File: src/design/mpoc_pkg.sv
// shared constants and types for the multi-pattern occurrence counter
package mpoc_pkg;

  localparam int NumPatternsDef   = 4;
  localparam int MaxPatternLenDef = 8;
  localparam int CountBitsDef     = 32;
  localparam int LineBitsDef      = 24;

  localparam logic [7:0] NewlineChar = 8'h0A;

  localparam logic [1:0] ModeText  = 2'd0;
  localparam logic [1:0] ModeEof   = 2'd1;
  localparam logic [1:0] ModeClear = 2'd2;

  localparam logic KindMatch = 1'b0;
  localparam logic KindCount = 1'b1;

  localparam logic [2:0] CfgPatternZero = 3'd0;
  localparam logic [2:0] CfgPatternOne  = 3'd1;
  localparam logic [2:0] CfgPatternTwo  = 3'd2;
  localparam logic [2:0] CfgPatternThree = 3'd3;
  localparam logic [2:0] CfgLengths     = 3'd4;
  localparam logic [2:0] CfgReportEn    = 3'd5;

  typedef struct packed {
    logic text;
    logic eof;
    logic clr;
  } mpoc_ctl_t;

endpackage

File: src/design/mpoc_lane.sv
// one pattern lane: window compare, overlap blocking and saturating count
module mpoc_lane #(
  parameter int MAX_PATTERN_LEN = mpoc_pkg::MaxPatternLenDef,
  parameter int COUNT_BITS      = mpoc_pkg::CountBitsDef,
  parameter int LINE_BITS       = mpoc_pkg::LineBitsDef
) (
  input  logic                         clk_i,
  input  logic                         rst_ni,
  input  mpoc_pkg::mpoc_ctl_t          ctl_i,
  input  logic [8*MAX_PATTERN_LEN-1:0] win_i,
  input  logic [$clog2(MAX_PATTERN_LEN+1)-1:0] fill_i,
  input  logic [8*MAX_PATTERN_LEN-1:0] pat_i,
  input  logic [3:0]                   len_i,
  input  logic [LINE_BITS-1:0]         nl_i,
  output logic                         hit_o,
  output logic [COUNT_BITS-1:0]        count_o,
  output logic [COUNT_BITS-1:0]        count_next_o,
  output logic [LINE_BITS-1:0]         line_o
);
  import mpoc_pkg::*;

  localparam int WIDX = (MAX_PATTERN_LEN > 1) ? $clog2(MAX_PATTERN_LEN) : 1;
  localparam int FW   = $clog2(MAX_PATTERN_LEN + 1);

  logic [WIDX-1:0]       blk_q, blk_d;
  logic [COUNT_BITS-1:0] cnt_q, cnt_d;
  logic                  en, eq;
  logic [FW-1:0]         inner;
  logic [WIDX-1:0]       idx;

  assign en = (len_i != 4'd0) && (len_i <= 4'(MAX_PATTERN_LEN));

  always_comb begin
    eq  = 1'b1;
    idx = '0;
    for (int k = 0; k < MAX_PATTERN_LEN; k++) begin
      if (4'(k) < len_i) begin
        idx = WIDX'(len_i - 4'(k) - 4'd1);
        if (pat_i[8*k +: 8] != win_i[8*idx +: 8]) begin
          eq = 1'b0;
        end
      end
    end
  end

  always_comb begin
    inner = '0;
    for (int k = 1; k < MAX_PATTERN_LEN; k++) begin
      if ((4'(k) < len_i) && (win_i[8*k +: 8] == NewlineChar)) begin
        inner = inner + FW'(1);
      end
    end
  end

  assign hit_o = ctl_i.text && en && (blk_q == '0) && (4'(fill_i) >= len_i) && eq;
  assign count_o = cnt_q;
  assign count_next_o = (cnt_q == '1) ? cnt_q : cnt_q + COUNT_BITS'(1);
  assign line_o = (nl_i >= LINE_BITS'(inner)) ? nl_i - LINE_BITS'(inner) : '0;

  always_comb begin
    blk_d = blk_q;
    if (ctl_i.eof) begin
      blk_d = '0;
    end else if (ctl_i.text) begin
      if (!en) begin
        blk_d = '0;
      end else if (blk_q != '0) begin
        blk_d = blk_q - WIDX'(1);
      end else if (hit_o) begin
        blk_d = WIDX'(len_i - 4'd1);
      end
    end
  end

  always_comb begin
    cnt_d = cnt_q;
    if (ctl_i.clr) begin
      cnt_d = '0;
    end else if (hit_o) begin
      cnt_d = count_next_o;
    end
  end

  always_ff @(posedge clk_i or negedge rst_ni) begin
    if (!rst_ni) begin
      blk_q <= '0;
      cnt_q <= '0;
    end else begin
      blk_q <= blk_d;
      cnt_q <= cnt_d;
    end
  end

endmodule

File: src/design/multi_pattern_occurrence_counter_top.sv
// top level of the multi-pattern occurrence counter
// path: input register stage, then result buffer, then the first result on the master side
// throughput: one item per cycle while each item yields at most one result and the master side is ready;
//   an item with n results (up to NUM_PATTERNS) holds the result buffer until all n are taken
// reset: asynchronous active low, clears registers, window, line and match counts
module multi_pattern_occurrence_counter_top #(
  parameter int NUM_PATTERNS    = mpoc_pkg::NumPatternsDef,
  parameter int MAX_PATTERN_LEN = mpoc_pkg::MaxPatternLenDef,
  parameter int COUNT_BITS      = mpoc_pkg::CountBitsDef,
  parameter int LINE_BITS       = mpoc_pkg::LineBitsDef
) (
  input  logic        clk_i,
  input  logic        rst_ni,
  input  logic        cfg_valid_i,
  output logic        cfg_ready_o,
  input  logic [2:0]  cfg_index_i,
  input  logic [63:0] cfg_data_i,
  input  logic        s_axis_tvalid_i,
  output logic        s_axis_tready_o,
  input  logic [7:0]  s_axis_tdata_i,   // text_byte
  input  logic [1:0]  s_axis_tuser_i,   // mode
  output logic        m_axis_tvalid_o,
  input  logic        m_axis_tready_i,
  output logic [((2+LINE_BITS+COUNT_BITS+7)/8)*8-1:0] m_axis_tdata_o, // pattern_index, line_number, match_count
  output logic        m_axis_tuser_o,   // report_kind
  output logic        m_axis_tlast_o
);
  import mpoc_pkg::*;

  localparam int OUT_W = ((2 + LINE_BITS + COUNT_BITS + 7) / 8) * 8;
  localparam int PW    = (NUM_PATTERNS > 1) ? $clog2(NUM_PATTERNS) : 1;
  localparam int FW    = $clog2(MAX_PATTERN_LEN + 1);
  localparam int WB    = 8 * MAX_PATTERN_LEN;

  logic [WB-1:0] pat_q [NUM_PATTERNS];
  logic [15:0]   lens_q;
  logic          rep_q;

  logic       in_vld_q;
  logic [1:0] mode_q;
  logic [7:0] byte_q;

  logic [WB-1:0]        win_q, win_n;
  logic [FW-1:0]        fill_q, fill_n;
  logic [LINE_BITS-1:0] nl_q, nl_n;

  logic [NUM_PATTERNS-1:0] pend_q, pend_d;
  logic                    kind_q;
  logic [LINE_BITS-1:0]    rline_q [NUM_PATTERNS];
  logic [COUNT_BITS-1:0]   rcnt_q [NUM_PATTERNS];

  logic [NUM_PATTERNS-1:0] hit;
  logic [COUNT_BITS-1:0]   cnt_cur [NUM_PATTERNS];
  logic [COUNT_BITS-1:0]   cnt_next [NUM_PATTERNS];
  logic [LINE_BITS-1:0]    line_hit [NUM_PATTERNS];

  mpoc_ctl_t ctl;
  logic      adv, buf_free, out_last, s_acc;
  logic [1:0] sel;

  assign cfg_ready_o = 1'b1;

  always_ff @(posedge clk_i or negedge rst_ni) begin
    if (!rst_ni) begin
      for (int p = 0; p < NUM_PATTERNS; p++) begin
        pat_q[p] <= '0;
      end
      lens_q <= '0;
      rep_q  <= 1'b0;
    end else if (cfg_valid_i) begin
      case (cfg_index_i)
        CfgPatternZero, CfgPatternOne, CfgPatternTwo, CfgPatternThree: begin
          if (cfg_index_i < 3'(NUM_PATTERNS)) begin
            pat_q[cfg_index_i[PW-1:0]] <= cfg_data_i[WB-1:0];
          end
        end
        CfgLengths:  lens_q <= cfg_data_i[15:0];
        CfgReportEn: rep_q  <= cfg_data_i[0];
        default: ;
      endcase
    end
  end

  // input register stage
  assign s_acc           = s_axis_tvalid_i && s_axis_tready_o;
  assign adv             = in_vld_q && buf_free;
  assign s_axis_tready_o = !in_vld_q || buf_free;

  always_ff @(posedge clk_i or negedge rst_ni) begin
    if (!rst_ni) begin
      in_vld_q <= 1'b0;
    end else if (s_acc) begin
      in_vld_q <= 1'b1;
    end else if (adv) begin
      in_vld_q <= 1'b0;
    end
  end

  always_ff @(posedge clk_i) begin
    if (s_acc) begin
      mode_q <= s_axis_tuser_i;
      byte_q <= s_axis_tdata_i;
    end
  end

  always_comb begin
    ctl = '0;
    if (adv) begin
      case (mode_q)
        ModeText:  ctl.text = 1'b1;
        ModeEof:   ctl.eof  = 1'b1;
        ModeClear: ctl.clr  = 1'b1;
        default: ;
      endcase
    end
  end

  // window after the new byte
  always_comb begin
    win_n[7:0] = byte_q;
    for (int k = 1; k < MAX_PATTERN_LEN; k++) begin
      win_n[8*k +: 8] = win_q[8*(k-1) +: 8];
    end
  end

  assign fill_n = (fill_q == FW'(MAX_PATTERN_LEN)) ? fill_q : fill_q + FW'(1);
  assign nl_n   = ((byte_q == NewlineChar) && (nl_q != '1)) ? nl_q + LINE_BITS'(1) : nl_q;

  always_ff @(posedge clk_i or negedge rst_ni) begin
    if (!rst_ni) begin
      win_q  <= '0;
      fill_q <= '0;
      nl_q   <= '0;
    end else if (ctl.text) begin
      win_q  <= win_n;
      fill_q <= fill_n;
      nl_q   <= nl_n;
    end else if (ctl.eof) begin
      win_q  <= '0;
      fill_q <= '0;
      nl_q   <= '0;
    end
  end

  for (genvar p = 0; p < NUM_PATTERNS; p++) begin : g_lane
    mpoc_lane #(
      .MAX_PATTERN_LEN(MAX_PATTERN_LEN),
      .COUNT_BITS     (COUNT_BITS),
      .LINE_BITS      (LINE_BITS)
    ) u_lane (
      .clk_i       (clk_i),
      .rst_ni      (rst_ni),
      .ctl_i       (ctl),
      .win_i       (win_n),
      .fill_i      (fill_n),
      .pat_i       (pat_q[p]),
      .len_i       (lens_q[4*p +: 4]),
      .nl_i        (nl_n),
      .hit_o       (hit[p]),
      .count_o     (cnt_cur[p]),
      .count_next_o(cnt_next[p]),
      .line_o      (line_hit[p])
    );
  end

  // result buffer
  always_comb begin
    pend_d = '0;
    if (ctl.text) begin
      pend_d = rep_q ? hit : '0;
    end else if (ctl.eof) begin
      pend_d = '1;
    end
  end

  always_ff @(posedge clk_i or negedge rst_ni) begin
    if (!rst_ni) begin
      pend_q <= '0;
      kind_q <= KindMatch;
    end else if (adv) begin
      pend_q <= pend_d;
      kind_q <= ctl.eof ? KindCount : KindMatch;
    end else if (m_axis_tvalid_o && m_axis_tready_i) begin
      pend_q[sel[PW-1:0]] <= 1'b0;
    end
  end

  always_ff @(posedge clk_i) begin
    if (adv) begin
      for (int p = 0; p < NUM_PATTERNS; p++) begin
        rline_q[p] <= ctl.eof ? '0 : line_hit[p];
        rcnt_q[p]  <= ctl.eof ? cnt_cur[p] : cnt_next[p];
      end
    end
  end

  always_comb begin
    sel = '0;
    for (int p = NUM_PATTERNS - 1; p >= 0; p--) begin
      if (pend_q[p]) begin
        sel = 2'(p);
      end
    end
  end

  assign out_last = ((pend_q & ~(NUM_PATTERNS'(1) << sel)) == '0);
  assign buf_free = (pend_q == '0) || (m_axis_tready_i && out_last);

  assign m_axis_tvalid_o = |pend_q;
  assign m_axis_tuser_o  = kind_q;
  assign m_axis_tlast_o  = out_last;
  assign m_axis_tdata_o  = OUT_W'({rcnt_q[sel[PW-1:0]], rline_q[sel[PW-1:0]], sel});

  a_hold_item: assert property (@(posedge clk_i) disable iff (!rst_ni)
    in_vld_q && !buf_free |=> in_vld_q && $stable(byte_q) && $stable(mode_q))
    else $error("held item changed while stalled");

  a_group_cont: assert property (@(posedge clk_i) disable iff (!rst_ni)
    m_axis_tvalid_o && m_axis_tready_i && !m_axis_tlast_o |=> m_axis_tvalid_o)
    else $error("result group ended without last");

  a_eof_full: assert property (@(posedge clk_i) disable iff (!rst_ni)
    ctl.eof |=> pend_q == '1 && kind_q == KindCount)
    else $error("end of file did not load all count reports");

  a_count_mono: assert property (@(posedge clk_i) disable iff (!rst_ni)
    !ctl.clr |=> cnt_cur[0] >= $past(cnt_cur[0]))
    else $error("count dropped without clear");

endmodule

File: config.mk
export PLATFORM = sky130hd
export DESIGN_NAME = multi_pattern_occurrence_counter_top
export DESIGN_NICKNAME = d
export VERILOG_FILES = /design/src/design/mpoc_pkg.sv /design/src/design/mpoc_lane.sv /design/src/design/multi_pattern_occurrence_counter_top.sv
export SDC_FILE = /design/constraint.sdc
export NUM_CORES = 2
export LEC_CHECK = 0
export BUFFER_PORTS_ARGS = -buffer_cell sky130_fd_sc_hd__buf_2
export CAP_MARGIN = 20
export CORE_ASPECT_RATIO = 0.9
export CORE_MARGIN = 8
export CORE_UTILIZATION = 25
export DETAILED_ROUTE_END_ITERATION = 10
export PLACE_DENSITY_LB_ADDON = 0.15
export REMOVE_ABC_BUFFERS = 1
export SETUP_SLACK_MARGIN = 0.02
export SLEW_MARGIN = 0
export SYNTH_ARGS = -nofsm -noshare
export SYNTH_HDL_FRONTEND = slang
export SYNTH_SLANG_ARGS = --single-unit
File: constraint.sdc
create_clock -name clk_i -period 9.03 [get_ports clk_i]
set_clock_uncertainty 0.15 [all_clocks]
set_input_delay 0.4515 -clock clk_i [delete_from_list [all_inputs] [get_ports clk_i]]
set_output_delay 0.4515 -clock clk_i [all_outputs]
set_load 0.005 [all_outputs]
==> summary.txt <==
Yosys
  – Yosys cell types: 97
  – Fraction of registers with async set/reset: 68.25%
  – Cell Area, Synth: roughly 52000 um2
  – Xor/xnor share of the synthesized area: between 10% and 20%
  – Synth Area in Adders: 2.412%
  – Yosys warnings: 0
  – Synthesized area per cell: 11.08 um2
  – Largest family of logic cells by synthesized area: multiplexers
  – Simple-gate area share of the yosys netlist: 12.78%
  – Proportion of synthesized area in mux cells: 25.55%
  – Synth Flop Type: dfrtp_1
  – Synth Area in Compound Gates: approximately 6.9%
  – Number of synthesized flops with an enable pin: 234
  – Post-synthesis sequential area ratio: 37.36%
  – Number of synthesized register bits: 737
  – Post-Syn Instances: 4738

Clock network
  – CTS Buffer Depth: 3
  – Clk sinks: 737
  – H-tree depth: 3
  – CTS root buf: clkbuf_16
  – Clock Latency Late Sink: 0.76 ns
  – CTS tree: done
  – Setup Fix Bufs, Post-CTS: 0
  – TritonCTS Buffers: 94
  – Reg clk slew, reported paths: roughly 0.060 ns

Routing
  – WL final: 211100 um
  – Starting DRT DRC Count: 3839
  – Residual DRC: 0
  – Drt wl/cell: 27.65 um
  – Routed via count: 40040
  – DRT antenna net count: 0
  – Vias per inst: about 5.2
  – DRT Pass-1 Iters: 5

Floorplan
  – Width of the die: about 500 um
  – Die Ht: 450.7 um
  – Row count: around 160
  – Die area: 224900 um2
  – I/O pin count: 151
  – Core Area: 208700 um2
  – Initial Utilization: 25.15%

Pwr
  – Pwr dens: between 200 and 300 nW/um2
  – Total design power: 16.80 mW
  – Leakage power: 23.55 nW
  – Peak VDD IR: 0.2620 mV

STA
  – Setup TNS: 0 ns
  – Crit path time final: around 8.0 ns
  – Fmax: 125.3 MHz
  – Final hold vios: 0
  – Worst Max-Slew Pin Slew: 1.137 ns
  – Max-slew headroom: approximately a quarter
  – Final setup vio count: 0
  – Period utilization: 88.36%
  – Final Max Tran Viols: 0
  – RSZ-0062 raised after global routing: no

Worst hold path
  – Hold Crit Start: cfg_data_i[11]
  – Worst Hold Class: primary input to flip-flop
  – Hold Path Sink: pat_q[139]$_DFFE_PN0P_
  – Hold Path Stages: 2

Final layout
  – Layout area overhead: 14.97%
  – Number of nets in the layout: 4993
  – Final Core Density: 28.92%
  – Layout fillers: 21350
  – Finished Layout Cells: 7635
  – Layout cell share with drive strength beyond 1: 23.95%

Setup path
  – Worst Path Max Fanout: 23
  – RR Startpoint: win_q[5]$_DFFE_PN0P_
  – Endpoint type of the worst setup path: flip-flop
  – Req. time, crit path: 9.34 ns
  – R2R depth: 20
  – Critical path launch point type: flip-flop
  – Critical path class: flip-flop to flip-flop
  – Crit Reg-Reg Endpoint: rline_q[1][12]$_SDFFCE_PP0P_
  – Worst R2R Setup Slack: 1.05 ns
  – Critical Path AT: 8.29 ns

GRT
  – Largest net degree at the start of global routing: 140
  – GRT overflow: 0
  – Vias in the first global route: 39520
  – Initial antenna violation count: 14
  – First-pass GRT wire length: 302400 um
  – Tot GR Track Use: between 10% and 20%

Placed design
  – Hpwl dp: 144300 um
  – PortBufs: 143
  – Dpl cells: 7368
  – GPL Wtd Cong: roughly 0.9

Run
  – Max-cap violations: 0

Run status
  – Outcome: completed
[state kept, by name, summed over array words and instances (netlist names), 12 cells and up]
register	cells
g_lane.u_lane.blk_q	12
g_lane.u_lane.count_o	128
win_q	56
rline_q	96
pat_q	256
lens_q	16
rcnt_q	128
nl_q	24
[stage by stage]
stage | setup slack, ns | area (um2) | hold WS (ns)
after global routing | 0.6494 | 60340 | 0.02370
final | 1.051 | 60350 | 0.04055
after CTS | 1.214 | 60290 | 0.0007629
after global placement | 1.426 | 56180 | 0.3253
after detailed placement | 1.246 | 56200 | 0.3313
after floorplan | -0.9899 | 50730 | 0.005909
[timing repair]
action,in CTS,in global routing
hold buffers,80,0
hold endpoints to repair,355,0
gates resized for setup,0,0
[report_power, final]
group          internal (mW)  switching [mW]
Sequential              4.50           0.790
Combinational           3.11            4.33
Clock                   2.35            1.72
[synthesized netlist by cell type (57+ instances only)]
library cell  count  share of area, %
mux4_2          368                16
nor4_1           58              0.69
nor2_1          333               2.4
nand3_1         125               1.2
edfxtp_1        234                13
nand2_1         339               2.4
a21oi_1          76              0.72
nor2b_1          57              0.68
dfrtp_1         503                24
xnor2_1         437               7.3
nand2b_1         81              0.97
inv_1            73              0.52
o31ai_1          72               1.0
nand4_1          80              0.95
o21ai_1          60              0.57
nor3_1           78              0.74
mux2_2          270               5.8
and3_1           59              0.70
mux2i_1         202               3.9
buf_2            62              0.59
clkbuf_1        269               1.9
o21ai_0         191               1.8
ha_1             94               2.2
xor2_1          217               3.6
[cell type report]
cell class | instances | area, um2 | area share (%)
clock inverters | 58 | 703.2 | 1.165
clock buffers | 118 | 2594 | 4.298
inverters | 76 | 292.8 | 0.4851
flip-flops and latches | 737 | 19630 | 32.53
multi-input cells | 3525 | 30970 | 51.32
repair buffers | 379 | 2720 | 4.507
well taps | 2737 | 3425 | 5.674
diodes | 5 | 12.51 | 0.02073
[worst max path at each step]
stage                     startpoint                                 endpoint  slack, ns  depth (start not counted)
2_1_floorplan  lens_q[4]$_DFFE_PN0P_  g_lane[1].u_lane.count_o[0]$_DFFE_PN0P_      -0.99                         12
3_3_place_gp    win_q[5]$_DFFE_PN0P_             rline_q[1][17]$_SDFFCE_PP0P_       1.43                         20
3_5_place_dp    win_q[5]$_DFFE_PN0P_             rline_q[1][12]$_SDFFCE_PP0P_       1.25                         20
4_1_cts         win_q[6]$_DFFE_PN0P_             rline_q[1][12]$_SDFFCE_PP0P_       1.21                         20
5_1_grt         win_q[6]$_DFFE_PN0P_              rline_q[1][3]$_SDFFCE_PP0P_       0.65                         20
6_report        win_q[5]$_DFFE_PN0P_             rline_q[1][12]$_SDFFCE_PP0P_       1.05                         20
[cell families (layout without fill, tap and decap cells)]
logic type	count (synthesis)	after routing
AO/OA/AOI/OAI	570	570
XOR/XNOR	658	658
adder cells (fa/ha/maj)	99	99
buffers and inverters	481	631
flip-flops	737	737
multiplexers	845	845
other	2	12
AND/OR/NAND/NOR	1346	1346
[worst max-delay path: stages (launching register included)]
cell and delay [ns]:
dfrtp_1 0.70, or4_1 0.79, a311oi_1 0.60, ha_1 0.37, xor2_1 0.21, xnor2_1 0.65
inv_1 0.11, ha_1 0.36, xnor2_1 0.17, nand3_1 0.11, o31ai_1 0.12, a21oi_1 0.08
ha_1 0.29, a31oi_1 0.16, fa_1 0.50, a21o_1 0.18, a21oi_1 0.38, nor3b_2 0.70
nand3_1 0.20, nand2_1 0.71, nor2_1 0.13
[metal layers]
layer,routed length [um],track usage (%)
met1,96450,25.75
met2,91800,27.40
met3,16170,4.509
met4,6633,5.103
met5,73,0
[placed cells by master, fill, tap and decap left out, types with 147 or more instances in the layout]
master	count
dfrtp_1	497
xnor2_1	437
mux4_2	368
nand2_1	338
nor2_1	331
mux2_2	270
edfxtp_1	234
xor2_1	216
mux2i_1	202
o21ai_0	191
buf_2	148
buf_4	147
Power figures use the tool's default switching activity.
